**config.mk**
```make
export PLATFORM = sky130hd
export DESIGN_NAME = ght_div
export DESIGN_NICKNAME = d
export VERILOG_FILES = /design/src/design/ght_pkg.sv /design/src/design/ght_div.sv
export SDC_FILE = /design/constraint.sdc
export NUM_CORES = 1
export LEC_CHECK = 0
export BUFFER_PORTS_ARGS = -buffer_cell sky130_fd_sc_hd__buf_2
export CORE_MARGIN = 2
export CORE_UTILIZATION = 50
export DETAILED_ROUTE_END_ITERATION = 12
export HOLD_SLACK_MARGIN = 0.15
export PLACE_DENSITY = 0.83
export SETUP_SLACK_MARGIN = 0.5
export SYNTH_ARGS = -nofsm -noshare
export SYNTH_HDL_FRONTEND = slang
export SYNTH_SLANG_ARGS = --single-unit
```
**constraint.sdc**
```tcl
create_clock -name clock -period 15.8 [get_ports clock]
set_input_delay 3.16 -clock clock [delete_from_list [all_inputs] [get_ports clock]]
set_output_delay 3.16 -clock clock [all_outputs]
set_load 0.05 [all_outputs]
```
**src/design/ght_pkg.sv**
```systemverilog
// shared types and constants of the grid hole aware tesselator
package ght_pkg;

   localparam int MAX_ROWS_DEF = 256;
   localparam int MAX_COLS_DEF = 256;

   localparam int CFG_W = 9;
   localparam int CFG_IDX_W = 3;
   localparam int IDX_W = 18;
   localparam int VTX_W = 16;

   localparam int DIV_CYCLES = 4;
   localparam int DIV_BITS_PER_CYCLE = 4;
   localparam int QUOT_W = DIV_CYCLES * DIV_BITS_PER_CYCLE;
   localparam int REM_W = 9;

   localparam logic [CFG_IDX_W-1:0] REG_GRID_ROWS = 3'd0;
   localparam logic [CFG_IDX_W-1:0] REG_GRID_COLS = 3'd1;
   localparam logic [CFG_IDX_W-1:0] REG_ROW_FIRST = 3'd2;
   localparam logic [CFG_IDX_W-1:0] REG_ROW_STRIDE = 3'd3;
   localparam logic [CFG_IDX_W-1:0] REG_COL_FIRST = 3'd4;
   localparam logic [CFG_IDX_W-1:0] REG_COL_STRIDE = 3'd5;
   localparam logic [CFG_IDX_W-1:0] REG_COLS_SAMPLED = 3'd6;

   localparam logic OP_LOAD = 1'b0;
   localparam logic OP_CELL = 1'b1;

   localparam logic [1:0] PRIM_POINT = 2'd0;
   localparam logic [1:0] PRIM_LINE = 2'd1;
   localparam logic [1:0] PRIM_TRI = 2'd2;

   typedef struct packed {
      logic              done;
      logic [QUOT_W-1:0] quot;
      logic [REM_W-1:0]  rem;
   } div_result_type;

endpackage

```
**src/design/ght_div.sv**
```systemverilog
// iterative divider for the sampled cell number, four quotient bits per cycle
module ght_div (
   input  logic                          clock,
   input  logic                          reset,
   input  logic                          start,
   input  logic [ght_pkg::QUOT_W-1:0]    dividend,
   input  logic [ght_pkg::REM_W-1:0]     divisor,
   output ght_pkg::div_result_type       result
);

   localparam int CNT_W = $clog2(ght_pkg::DIV_CYCLES);
   localparam logic [CNT_W-1:0] CNT_LAST = CNT_W'(ght_pkg::DIV_CYCLES - 1);

   logic                          busy_ff, busy_in;
   logic                          done_ff, done_in;
   logic [CNT_W-1:0]              cnt_ff, cnt_in;
   logic [ght_pkg::QUOT_W-1:0]    quot_ff, quot_in;
   logic [ght_pkg::REM_W-1:0]     rem_ff, rem_in;
   logic [ght_pkg::REM_W-1:0]     div_ff, div_in;
   logic [ght_pkg::QUOT_W-1:0]    q_step;
   logic [ght_pkg::REM_W:0]       r_step;

   always_comb begin
      logic [ght_pkg::REM_W:0] t;
      q_step = quot_ff;
      r_step = {1'b0, rem_ff};
      for (int i = 0; i < ght_pkg::DIV_BITS_PER_CYCLE; i++) begin
         t = {r_step[ght_pkg::REM_W-1:0], q_step[ght_pkg::QUOT_W-1]};
         q_step = {q_step[ght_pkg::QUOT_W-2:0], 1'b0};
         if (t >= {1'b0, div_ff}) begin
            t = t - {1'b0, div_ff};
            q_step[0] = 1'b1;
         end
         r_step = t;
      end
   end

   always_comb begin
      busy_in = busy_ff;
      done_in = 1'b0;
      cnt_in = cnt_ff;
      quot_in = quot_ff;
      rem_in = rem_ff;
      div_in = div_ff;
      if (start) begin
         busy_in = 1'b1;
         cnt_in = '0;
         quot_in = dividend;
         rem_in = '0;
         div_in = divisor;
      end else if (busy_ff) begin
         quot_in = q_step;
         rem_in = r_step[ght_pkg::REM_W-1:0];
         cnt_in = cnt_ff + 1'b1;
         if (cnt_ff == CNT_LAST) begin
            busy_in = 1'b0;
            done_in = 1'b1;
         end
      end
   end

   always_ff @(posedge clock) begin
      if (reset) begin
         busy_ff <= 1'b0;
         done_ff <= 1'b0;
         cnt_ff <= '0;
      end else begin
         busy_ff <= busy_in;
         done_ff <= done_in;
         cnt_ff <= cnt_in;
      end
      quot_ff <= quot_in;
      rem_ff <= rem_in;
      div_ff <= div_in;
   end

   assign result.done = done_ff;
   assign result.quot = quot_ff;
   assign result.rem = rem_ff;

endmodule

```
==> summary.txt, run 1 <==
CTS tree = done
Final Instance Area = 3850 sq um
Placer Congestion = 0.948
die area = 7570 sq um
core area = 6720 sq um
Cell Rows = 30
Setup-failing EPs final = 0
die height = 87.0 um
sequential area share after synthesis = 29.3%
mapped cell area = 3450 sq um
Synth Area in Compound Gates = 19.4%
layout net count = 470
combinational family with the most area after synthesis = compound AO/OA/AOI/OAI gates
Critical Path Fanout Max = 13
GRT Residual Overflow = 0
remaining antenna violation count after routing = 0
fmax = 112 MHz
routed vias/inst = 6.06
Worst setup SP type = flip-flop
R2R cell count = 32
first-pass GRT wire length = 13600 um
crit path DAT = 9140 ps
#FFs+latches synth = 38
worst flop-to-flop path endpoint = rem_ff[0]
status = completed
FF-to-FF setup slack = 6870 ps
hold buffers post-CTS = 0
area leader, netlist = edfxtp_1
prevailing post-synth register cell = edfxtp_1
GRT Util Overall = 23.2%
DR pass1 iterations = 5
I/O pins = 54
WHS = 515 ps
Sink Count = 38
Post-Syn Area per Cell = 9.85 sq um
syn_nets = 419
share of cells above drive strength 1 = 27.4%
max_cap viols = 0
Ys Warns = 0
worst hold path type = reg2reg
TritonCTS buffer count = 5
Vias = 2921
actual slew at the worst max-slew pin = 834 ps
Synth top area share = 21.8%
Max transition margin = 44.4%
RSZ-0062 raised after global routing = no
Worst-path clk slew = 70 ps
port buffer count = 53
post-synthesis cell count = 350
Worst Hold Path EP = rem_ff[8]
Post-synth EDFFs = 25
WL/cell = 17.7 um
largest net degree at the start of global routing = 42
number of diodes = 0
starting density of the core = 51.3%
worst setup path class = reg2reg
Hold Crit Start = rem_ff[8]
Final Hold Vio Count = 0
vias in the first global route = 2761
Iter 0 DRT Violations = 308
Layout Skew = 3.76 ps
Detailed Place HPWL = 6840 um
CP most frequent cell = ha_1
hold depth = 2
CTS resizes = 0
Post-Synth Adder-Cell Area = 15.8%
CP required = 16020 ps
DRC = 0
Synth Area in XOR/XNOR = 6.35%
Max stage delay cell, worst path = fa_1
initial antenna violation count = 0
mux contribution to synthesized area = 12.5%
die width = 87.0 um
max-slew violations = 0
fin crit period = 8930 ps
Final Cycle Share = 56.5%
Layout Area Growth over Synthesis = 11.7%
Netlist cell types = 62
Clock Tree Buf Depth = 2
FFs w/ async S/R, synth = 0%
CP max stage delay = 510 ps
Worst-Skew Late Latency = 300 ps
Final TNS setup = 0 ps
Post-CTS Setup Inserts = 0
Simple-Gate Fraction of Synth Area = 12.5%
FF-to-FF Start = div_ff[1]
Critical Path End Type = flip-flop
top area cells in the synthesized netlist = edfxtp_1, ha_1, mux2_2
final wirelength = 8560 um
H-tree depth = 2
dpl cell area = 3760 sq um
clk root buf = clkbuf_8
fillers = 586
[stage by stage]
| step | std cells | worst slack [ps] | utilization, % |
|---|---|---|---|
| after floorplan | 350 | 7520 | - |
| after global placement | 474 | 7170 | 55.9 |
| after detailed placement | 474 | 6990 | 55.9 |
| after CTS | 482 | 6950 | 57.3 |
| after global routing | 482 | 6230 | 57.3 |
| final | 482 | 6870 | 57.3 |
[area by class of cell]
cell class | instances | area [sq um] | share of cell area [%]
Clock buffer | 7 | 86.3 | 2.24
Clock inverter | 1 | 5.00 | 0.130
Inverter | 24 | 90.1 | 2.34
Multi-Input combinational cell | 279 | 2290 | 59.5
Sequential cell | 38 | 1010 | 26.3
Tap cell | 80 | 100 | 2.60
Timing Repair Buffer | 53 | 265 | 6.89
[cell usage after synthesis (2+ instances only)]
| master | instances |
|---|---|
| ha_1 | 37 |
| nor2_1 | 32 |
| mux2_2 | 27 |
| edfxtp_1 | 25 |
| inv_1 | 24 |
| a21oi_1 | 23 |
| xnor2_1 | 14 |
| dfxtp_1 | 13 |
| mux2i_1 | 11 |
| o21ai_0 | 11 |
| xor2_1 | 11 |
| a211oi_1 | 10 |
| nand2_1 | 10 |
| nor3_1 | 10 |
| a21o_1 | 8 |
| nand2b_1 | 7 |
| nand4_1 | 6 |
| a21o_2 | 4 |
| fa_1 | 4 |
| o21a_1 | 4 |
| o21bai_1 | 4 |
| a211oi_2 | 3 |
| a31oi_1 | 3 |
| buf_1 | 3 |
| nor2b_1 | 3 |
| buf_6 | 2 |
| clkbuf_1 | 2 |
| nand3_1 | 2 |
| o221ai_1 | 2 |
| or2_2 | 2 |
| or3_1 | 2 |
[flip-flops by register name, summed over array words and instances, names as in the netlist]
register,cells
busy_ff,1
cnt_ff,2
div_ff,9
done_ff,1
quot_ff,16
rem_ff,9
[cell families after synthesis]
group | count (synthesis)
muxes | 39
AOI/OAI and AO/OA | 90
buffers and inverters | 33
and+or+nand+nor | 84
xor gates and xnor gates | 25
adders and majority gates | 41
DFF | 38
[worst max-delay path, delay by kind of cell (launching register included)]
family                     cells  cell delay (ps)
AOI/OAI and AO/OA             16             3970
adders and majority gates      4             1470
buffers and inverters          2              290
DFF                            1              460
muxes                          3             1040
and+or+nand+nor                7             1610
[cells in the final DEF, fill, tap and decap left out, drive strengths merged, types with 2 or more instances in the layout]
cell type   n
a21oi      24
nor2       33
a221o       2
o221ai      2
or2         2
a21boi      2
o21bai      4
and2        2
o21ai      12
dfxtp      13
nor3       11
nand4       6
o21a        4
or3         2
buf        53
nand2      11
inv        24
ha         37
a211oi     14
a21o       12
mux2       28
nand2b      7
a31oi       3
nor2b       4
xnor2      14
clkbuf      7
xor2       11
nand3       2
mux2i      11
edfxtp     25
fa          4
[per-layer routing]
layer | track usage (%) | routed length, um
met1 | 33.4 | 3910
met2 | 35.5 | 3840
met3 | 3.70 | 588
met4 | 7.24 | 218
met5 | 0 | 0
[how the worst max path moves through the flow]
stage | startpoint | end | cells after the start
after global routing | div_ff[1] | rem_ff[8] | 32
after detailed placement | div_ff[1] | rem_ff[0] | 32
after global placement | div_ff[1] | rem_ff[0] | 32
after floorplan | quot_ff[15] | quot_ff[0] | 36
after CTS | div_ff[1] | rem_ff[0] | 32
final | div_ff[1] | rem_ff[0] | 32
Power of run 1 is not shown: default switching activity piles up to over one toggle a cycle in this logic, so the estimate is an artifact.
==> run 2, diff against run 1 <==
- clock period: 15.8 -> 8.7 ns (I/O delays scaled with it)
==> summary.txt, run 2 (synthesis gave the netlist of run 1 again) <==
GRT Residual Overflow = 0 (unchanged)
Iter 0 DRT Violations = 358 (was 308)
I/O pins = 54 (unchanged)
Placer Congestion = 1.00 (was 0.948)
initial antenna violation count = 0 (unchanged)
Final WS setup = 598 ps (was 6870 ps)
actual slew at the worst max-slew pin = 838 ps (was 834 ps)
commonest non-fill, non-tap cell in the layout = buf_2 (unchanged)
CTS tree = done (unchanged)
Layout Area Growth over Synthesis = 25.2% (was 11.7%)
Detailed Place HPWL = 6740 um (was 6840 um)
hold depth = 2 (unchanged)
starting density of the core = 51.3% (unchanged)
Layout Skew = 7.10 ps (was 3.76 ps)
vias in the first global route = 2853 (was 2761)
most frequent cells in the layout = buf_2, nor2_1, ha_1 (was buf_2, ha_1, nor2_1)
CP required = 8920 ps (was 16020 ps)
die height = 87.0 um (unchanged)
first-pass GRT wire length = 14300 um (was 13600 um)
GRT Util Overall = 24.1% (was 23.2%)
fmax = 123 MHz (was 112 MHz)
Max stage delay cell, worst path = a221o_2 (was fa_1)
R2R cell count = 34 (was 32)
max reg flops = 16 (unchanged)
Final Cycle Share = 93.1% (was 56.5%)
Cell Rows = 30 (unchanged)
Place WS = -24.4 ps (was 6990 ps)
Largest Register = quot_ff (unchanged)
number of diodes = 0 (unchanged)
core area = 6720 sq um (unchanged)
remaining antenna violation count after routing = 0 (unchanged)
worst setup path class = reg2reg (unchanged)
Clock Tree Buf Depth = 2 (unchanged)
max_cap viols = 0 (unchanged)
die width = 87.0 um (unchanged)
Critical Path End Type = flip-flop (unchanged)
status = completed (unchanged)
Worst-path clk slew = 80 ps (was 70 ps)
RSZ-0062 raised after global routing = no (unchanged)
Final Hold Vio Count = 0 (unchanged)
die area = 7570 sq um (unchanged)
Worst setup SP type = flip-flop (unchanged)
fin crit period = 8100 ps (was 8930 ps)
Worst-Skew Late Latency = 300 ps (about the same)
DRC = 0 (unchanged)
final wirelength = 10400 um (was 8560 um)
largest net degree at the start of global routing = 42 (unchanged)
routed vias/inst = 6.43 (was 6.06)
Setup-failing EPs final = 0 (unchanged)
TritonCTS buffer count = 5 (unchanged)
top flop regs = quot_ff (16), div_ff (9), rem_ff (9) (unchanged)
crit path DAT = 8320 ps (was 9140 ps)
Max transition margin = 44.1% (was 44.4%)
clk root buf = clkbuf_8 (unchanged)
fillers = 496 (was 586)
layout net count = 502 (was 470)
share of cells above drive strength 1 = 39.4% (was 27.4%)
Vias = 3304 (was 2921)
worst hold path type = reg2reg (unchanged)
H-tree depth = 2 (unchanged)
DR pass1 iterations = 5 (unchanged)
max-slew violations = 0 (unchanged)
CP max stage delay = 430 ps (was 510 ps)
port buffer count = 53 (unchanged)
Sink Count = 38 (unchanged)
WL/cell = 20.1 um (was 17.7 um)
Critical Path Fanout Max = 7 (was 13)
## run 2: changes by cell type in the layout (fill, tap and decap cells not counted), sizes merged
cell / change
clkinv: +1
and2: +1
nor2: +1
clkinvlp: +1
clkbuf: -2
a221o: +1
buf: +29
## run 2: layout make-up
| type | count | area [sq um] | share of cell area (%) |
|---|---|---|---|
| multi-input combinational | 282 | 2540 | 58.8 |
| sequential | 38 | 1010 | 23.4 |
| timing repair buffer | 82 | 490 | 11.4 |
| tap | 80 | 100 | 2.32 |
| inverter | 24 | 90.1 | 2.09 |
| clock buffer | 5 | 68.8 | 1.60 |
| clock inverter | 3 | 16.3 | 0.377 |
## run 2: critical path: cells and delay by family (launching register included)
| family | cells | cell delay [ps] |
|---|---|---|
| adder cells (fa/ha/maj) | 5 | 1550 |
| multiplexers | 3 | 1060 |
| flip-flops | 1 | 400 |
| buffers and inverters | 3 | 280 |
| AO/OA/AOI/OAI | 15 | 3640 |
| AND/OR/NAND/NOR | 8 | 1090 |
## run 2: what timing repair did
action | CTS | global route
cloned | 2 | 1
buffers inserted | 11 | 13
resized for setup | 9 | 36
pin swaps | 8 | 20
hold buffers | 0 | 0
setup endpoints to repair | 10 | 10
## run 2: path summary, 6_finish.rpt
kind / slack [ps] / from / to
max: 600 / quot_ff[15] / rem_ff[0]
max reg2reg: 600 / quot_ff[15] / rem_ff[0]
min: 530 / rem_ff[8] / rem_ff[8]
min reg2reg: 530 / rem_ff[8] / rem_ff[8]
## run 2: routing by layer
| layer | up-vias | wire (um) | global-route usage (%) |
|---|---|---|---|
| met4 | 0 | 476 | 7.10 |
| met3 | 63 | 899 | 5.12 |
| met2 | 217 | 4900 | 38.0 |
| li1 | 1475 | - | - |
| met1 | 1549 | 4070 | 33.3 |
| met5 | - | 0 | 0 |
## run 2: per-stage QoR
step           hold WS [ps]  setup TNS [ps]  std cells  area, sq um  util (%)
6_report                527               0        514         4310      64.2
4_1_cts                 537               0        500         4040      60.1
3_5_place_dp            523           -24.4        479         3810      56.7
3_3_place_gp            503               0        479         3810      56.7
5_1_grt                 574               0        514         4310      64.2
2_1_floorplan           497               0        350         3460         -
Power of run 2 is left out for the same reason.
==> run 3, diff against run 2 <==
- clock period: 8.7 -> 7.5 ns (I/O delays scaled with it)
==> summary.txt, run 3 (synthesis gave the netlist of run 1 again) <==
status = finished with violations (was completed)
failing checks = setup timing
routed vias/inst = 6.33 (was 6.43)
final wirelength = 12500 um (was 10400 um)
starting density of the core = 51.3% (unchanged)
FF-to-FF Start = quot_ff[15] (unchanged)
WL/cell = 21.6 um (was 20.1 um)
Vias = 3671 (was 3304)
top flop regs = quot_ff (16), div_ff (9), rem_ff (9) (unchanged)
Layout Skew = 9.92 ps (was 7.10 ps)
H-tree depth = 2 (unchanged)
remaining antenna violation count after routing = 0 (unchanged)
Max transition margin = 42.6% (was 44.1%)
number of diodes = 0 (unchanged)
Largest Register = quot_ff (unchanged)
worst hold path type = reg2reg (unchanged)
Max stage delay cell, worst path = edfxtp_1 (was a221o_2)
fin crit period = 7950 ps (was 8100 ps)
FF-to-FF setup slack = -450 ps (was 600 ps)
layout net count = 568 (was 502)
Iter 0 DRT Violations = 414 (was 358)
TritonCTS buffer count = 5 (unchanged)
die area = 7570 sq um (unchanged)
crit path to = rem_ff[6] (was rem_ff[0])
initial antenna violation count = 0 (unchanged)
die width = 87.0 um (unchanged)
Final TNS setup = -3340 ps (was 0 ps)
Critical Path Fanout Max = 7 (unchanged)
Worst-path clk slew = 80 ps (about the same)
hold depth = 2 (unchanged)
most frequent cells in the layout = buf_4, buf_2, edfxtp_1 (was buf_2, nor2_1, ha_1)
max_cap viols = 0 (unchanged)
Final WS setup = -447 ps (was 598 ps)
CP max stage delay = 420 ps (was 430 ps)
commonest non-fill, non-tap cell in the layout = buf_4 (was buf_2)
CTS tree = done (unchanged)
GRT Util Overall = 29.8% (was 24.1%)
Worst setup SP type = flip-flop (unchanged)
worst flop-to-flop path endpoint = rem_ff[6] (was rem_ff[0])
worst setup path class = reg2reg (unchanged)
hold buffers post-CTS = 0 (unchanged)
actual slew at the worst max-slew pin = 860 ps (was 838 ps)
share of cells above drive strength 1 = 54.6% (was 39.4%)
GRT Residual Overflow = 0 (unchanged)
crit path from = quot_ff[15] (unchanged)
Clock Tree Buf Depth = 2 (unchanged)
port buffer count = 53 (unchanged)
Cell Rows = 30 (unchanged)
vias in the first global route = 3626 (was 2853)
Setup-failing EPs final = 10 (was 0)
Layout Area Growth over Synthesis = 49.2% (was 25.2%)
clk root buf = clkbuf_8 (unchanged)
RSZ-0062 raised after global routing = yes (was no)
Sink Count = 38 (unchanged)
DR pass1 iterations = 8 (was 5)
CP required = 7660 ps (was 8920 ps)
largest net degree at the start of global routing = 42 (unchanged)
CP most frequent cell = fa_2
Final Hold Vio Count = 0 (unchanged)
crit path DAT = 8100 ps (was 8320 ps)
Placer Congestion = 0.945 (was 1.00)
Detailed Place HPWL = 7570 um (was 6740 um)
max reg flops = 16 (unchanged)
core area = 6720 sq um (unchanged)
first-pass GRT wire length = 17500 um (was 14300 um)
R2R cell count = 37 (was 34)
die height = 87.0 um (unchanged)
DRC = 0 (unchanged)
max-slew violations = 0 (unchanged)
I/O pins = 54 (unchanged)
Final Cycle Share = 106% (was 93.1%)
Critical Path End Type = flip-flop (unchanged)
fmax = 126 MHz (was 123 MHz)
Worst-Skew Late Latency = 290 ps (was 300 ps)
run 3: cell types whose count changed in the layout (fill, tap and decap cells not counted), moves of 5 or more:
cell | before | now
buf_4 | 27 | 90
mux2_4 | 4 | 11
mux2_2 | 24 | 17
nor2_1 | 29 | 23
ha_4 | 5 | 15
ha_1 | 28 | 21
nor2_2 | 2 | 7
run 3: worst max-delay path, delay by kind of cell, from the launching register on:
kind | cells | cell delay [ps]
buffers and inverters | 5 | 560
adder cells (fa/ha/maj) | 5 | 1700
AO/OA/AOI/OAI | 17 | 3510
AND/OR/NAND/NOR | 8 | 1080
flip-flops | 1 | 420
multiplexers | 2 | 530
run 3: timing repair:
| action | 4_1_cts | 5_1_grt |
|---|---|---|
| pin swaps | 25 | 31 |
| setup buffers | 42 | 13 |
| endpoints found under the setup margin | 10 | 10 |
| resized for setup | 30 | 37 |
| cloned | 2 | 0 |
| endpoints found under the hold margin | 0 | 0 |
run 3: through the flow:
step	std cells	cell area (sq um)	hold slack [ps]	utilization, %	worst slack, ps
global placement	515	4260	503	63.4	-184
CTS	567	4870	533	72.4	-77.5
finish	580	5140	532	76.5	-447
global route	580	5140	577	76.5	-652
floorplan	350	3650	497	-	-249
detailed placement	515	4260	506	63.4	-410
run 3: metal layers:
layer	GRT usage (%)	vias to the layer above	routed length, um
li1	-	1597	-
met1	35.2	1781	4790
met2	51.7	219	5960
met3	8.06	74	1080
met4	10.9	0	680
met5	0	-	0
run 3: how the worst min path moves through the flow:
stage              start         to  slack [ps]
6_report       cnt_ff[0]  cnt_ff[0]         530
5_1_grt        cnt_ff[1]  cnt_ff[1]         580
4_1_cts        rem_ff[8]  rem_ff[8]         530
3_5_place_dp   rem_ff[8]  rem_ff[8]         510
3_3_place_gp   rem_ff[8]  rem_ff[8]         500
2_1_floorplan  cnt_ff[1]  cnt_ff[1]         500
run 3: final cells by class:
cell class | instances | area [sq um]
inverters | 24 | 90.1
well taps | 80 | 100
clock inverters | 2 | 38.8
flip-flops and latches | 38 | 1010
repair buffers | 149 | 1010
clock buffers | 6 | 93.8
fillers | 367 | 1580
multi-input cells | 281 | 2800
Power of run 3 is left out for the same reason.
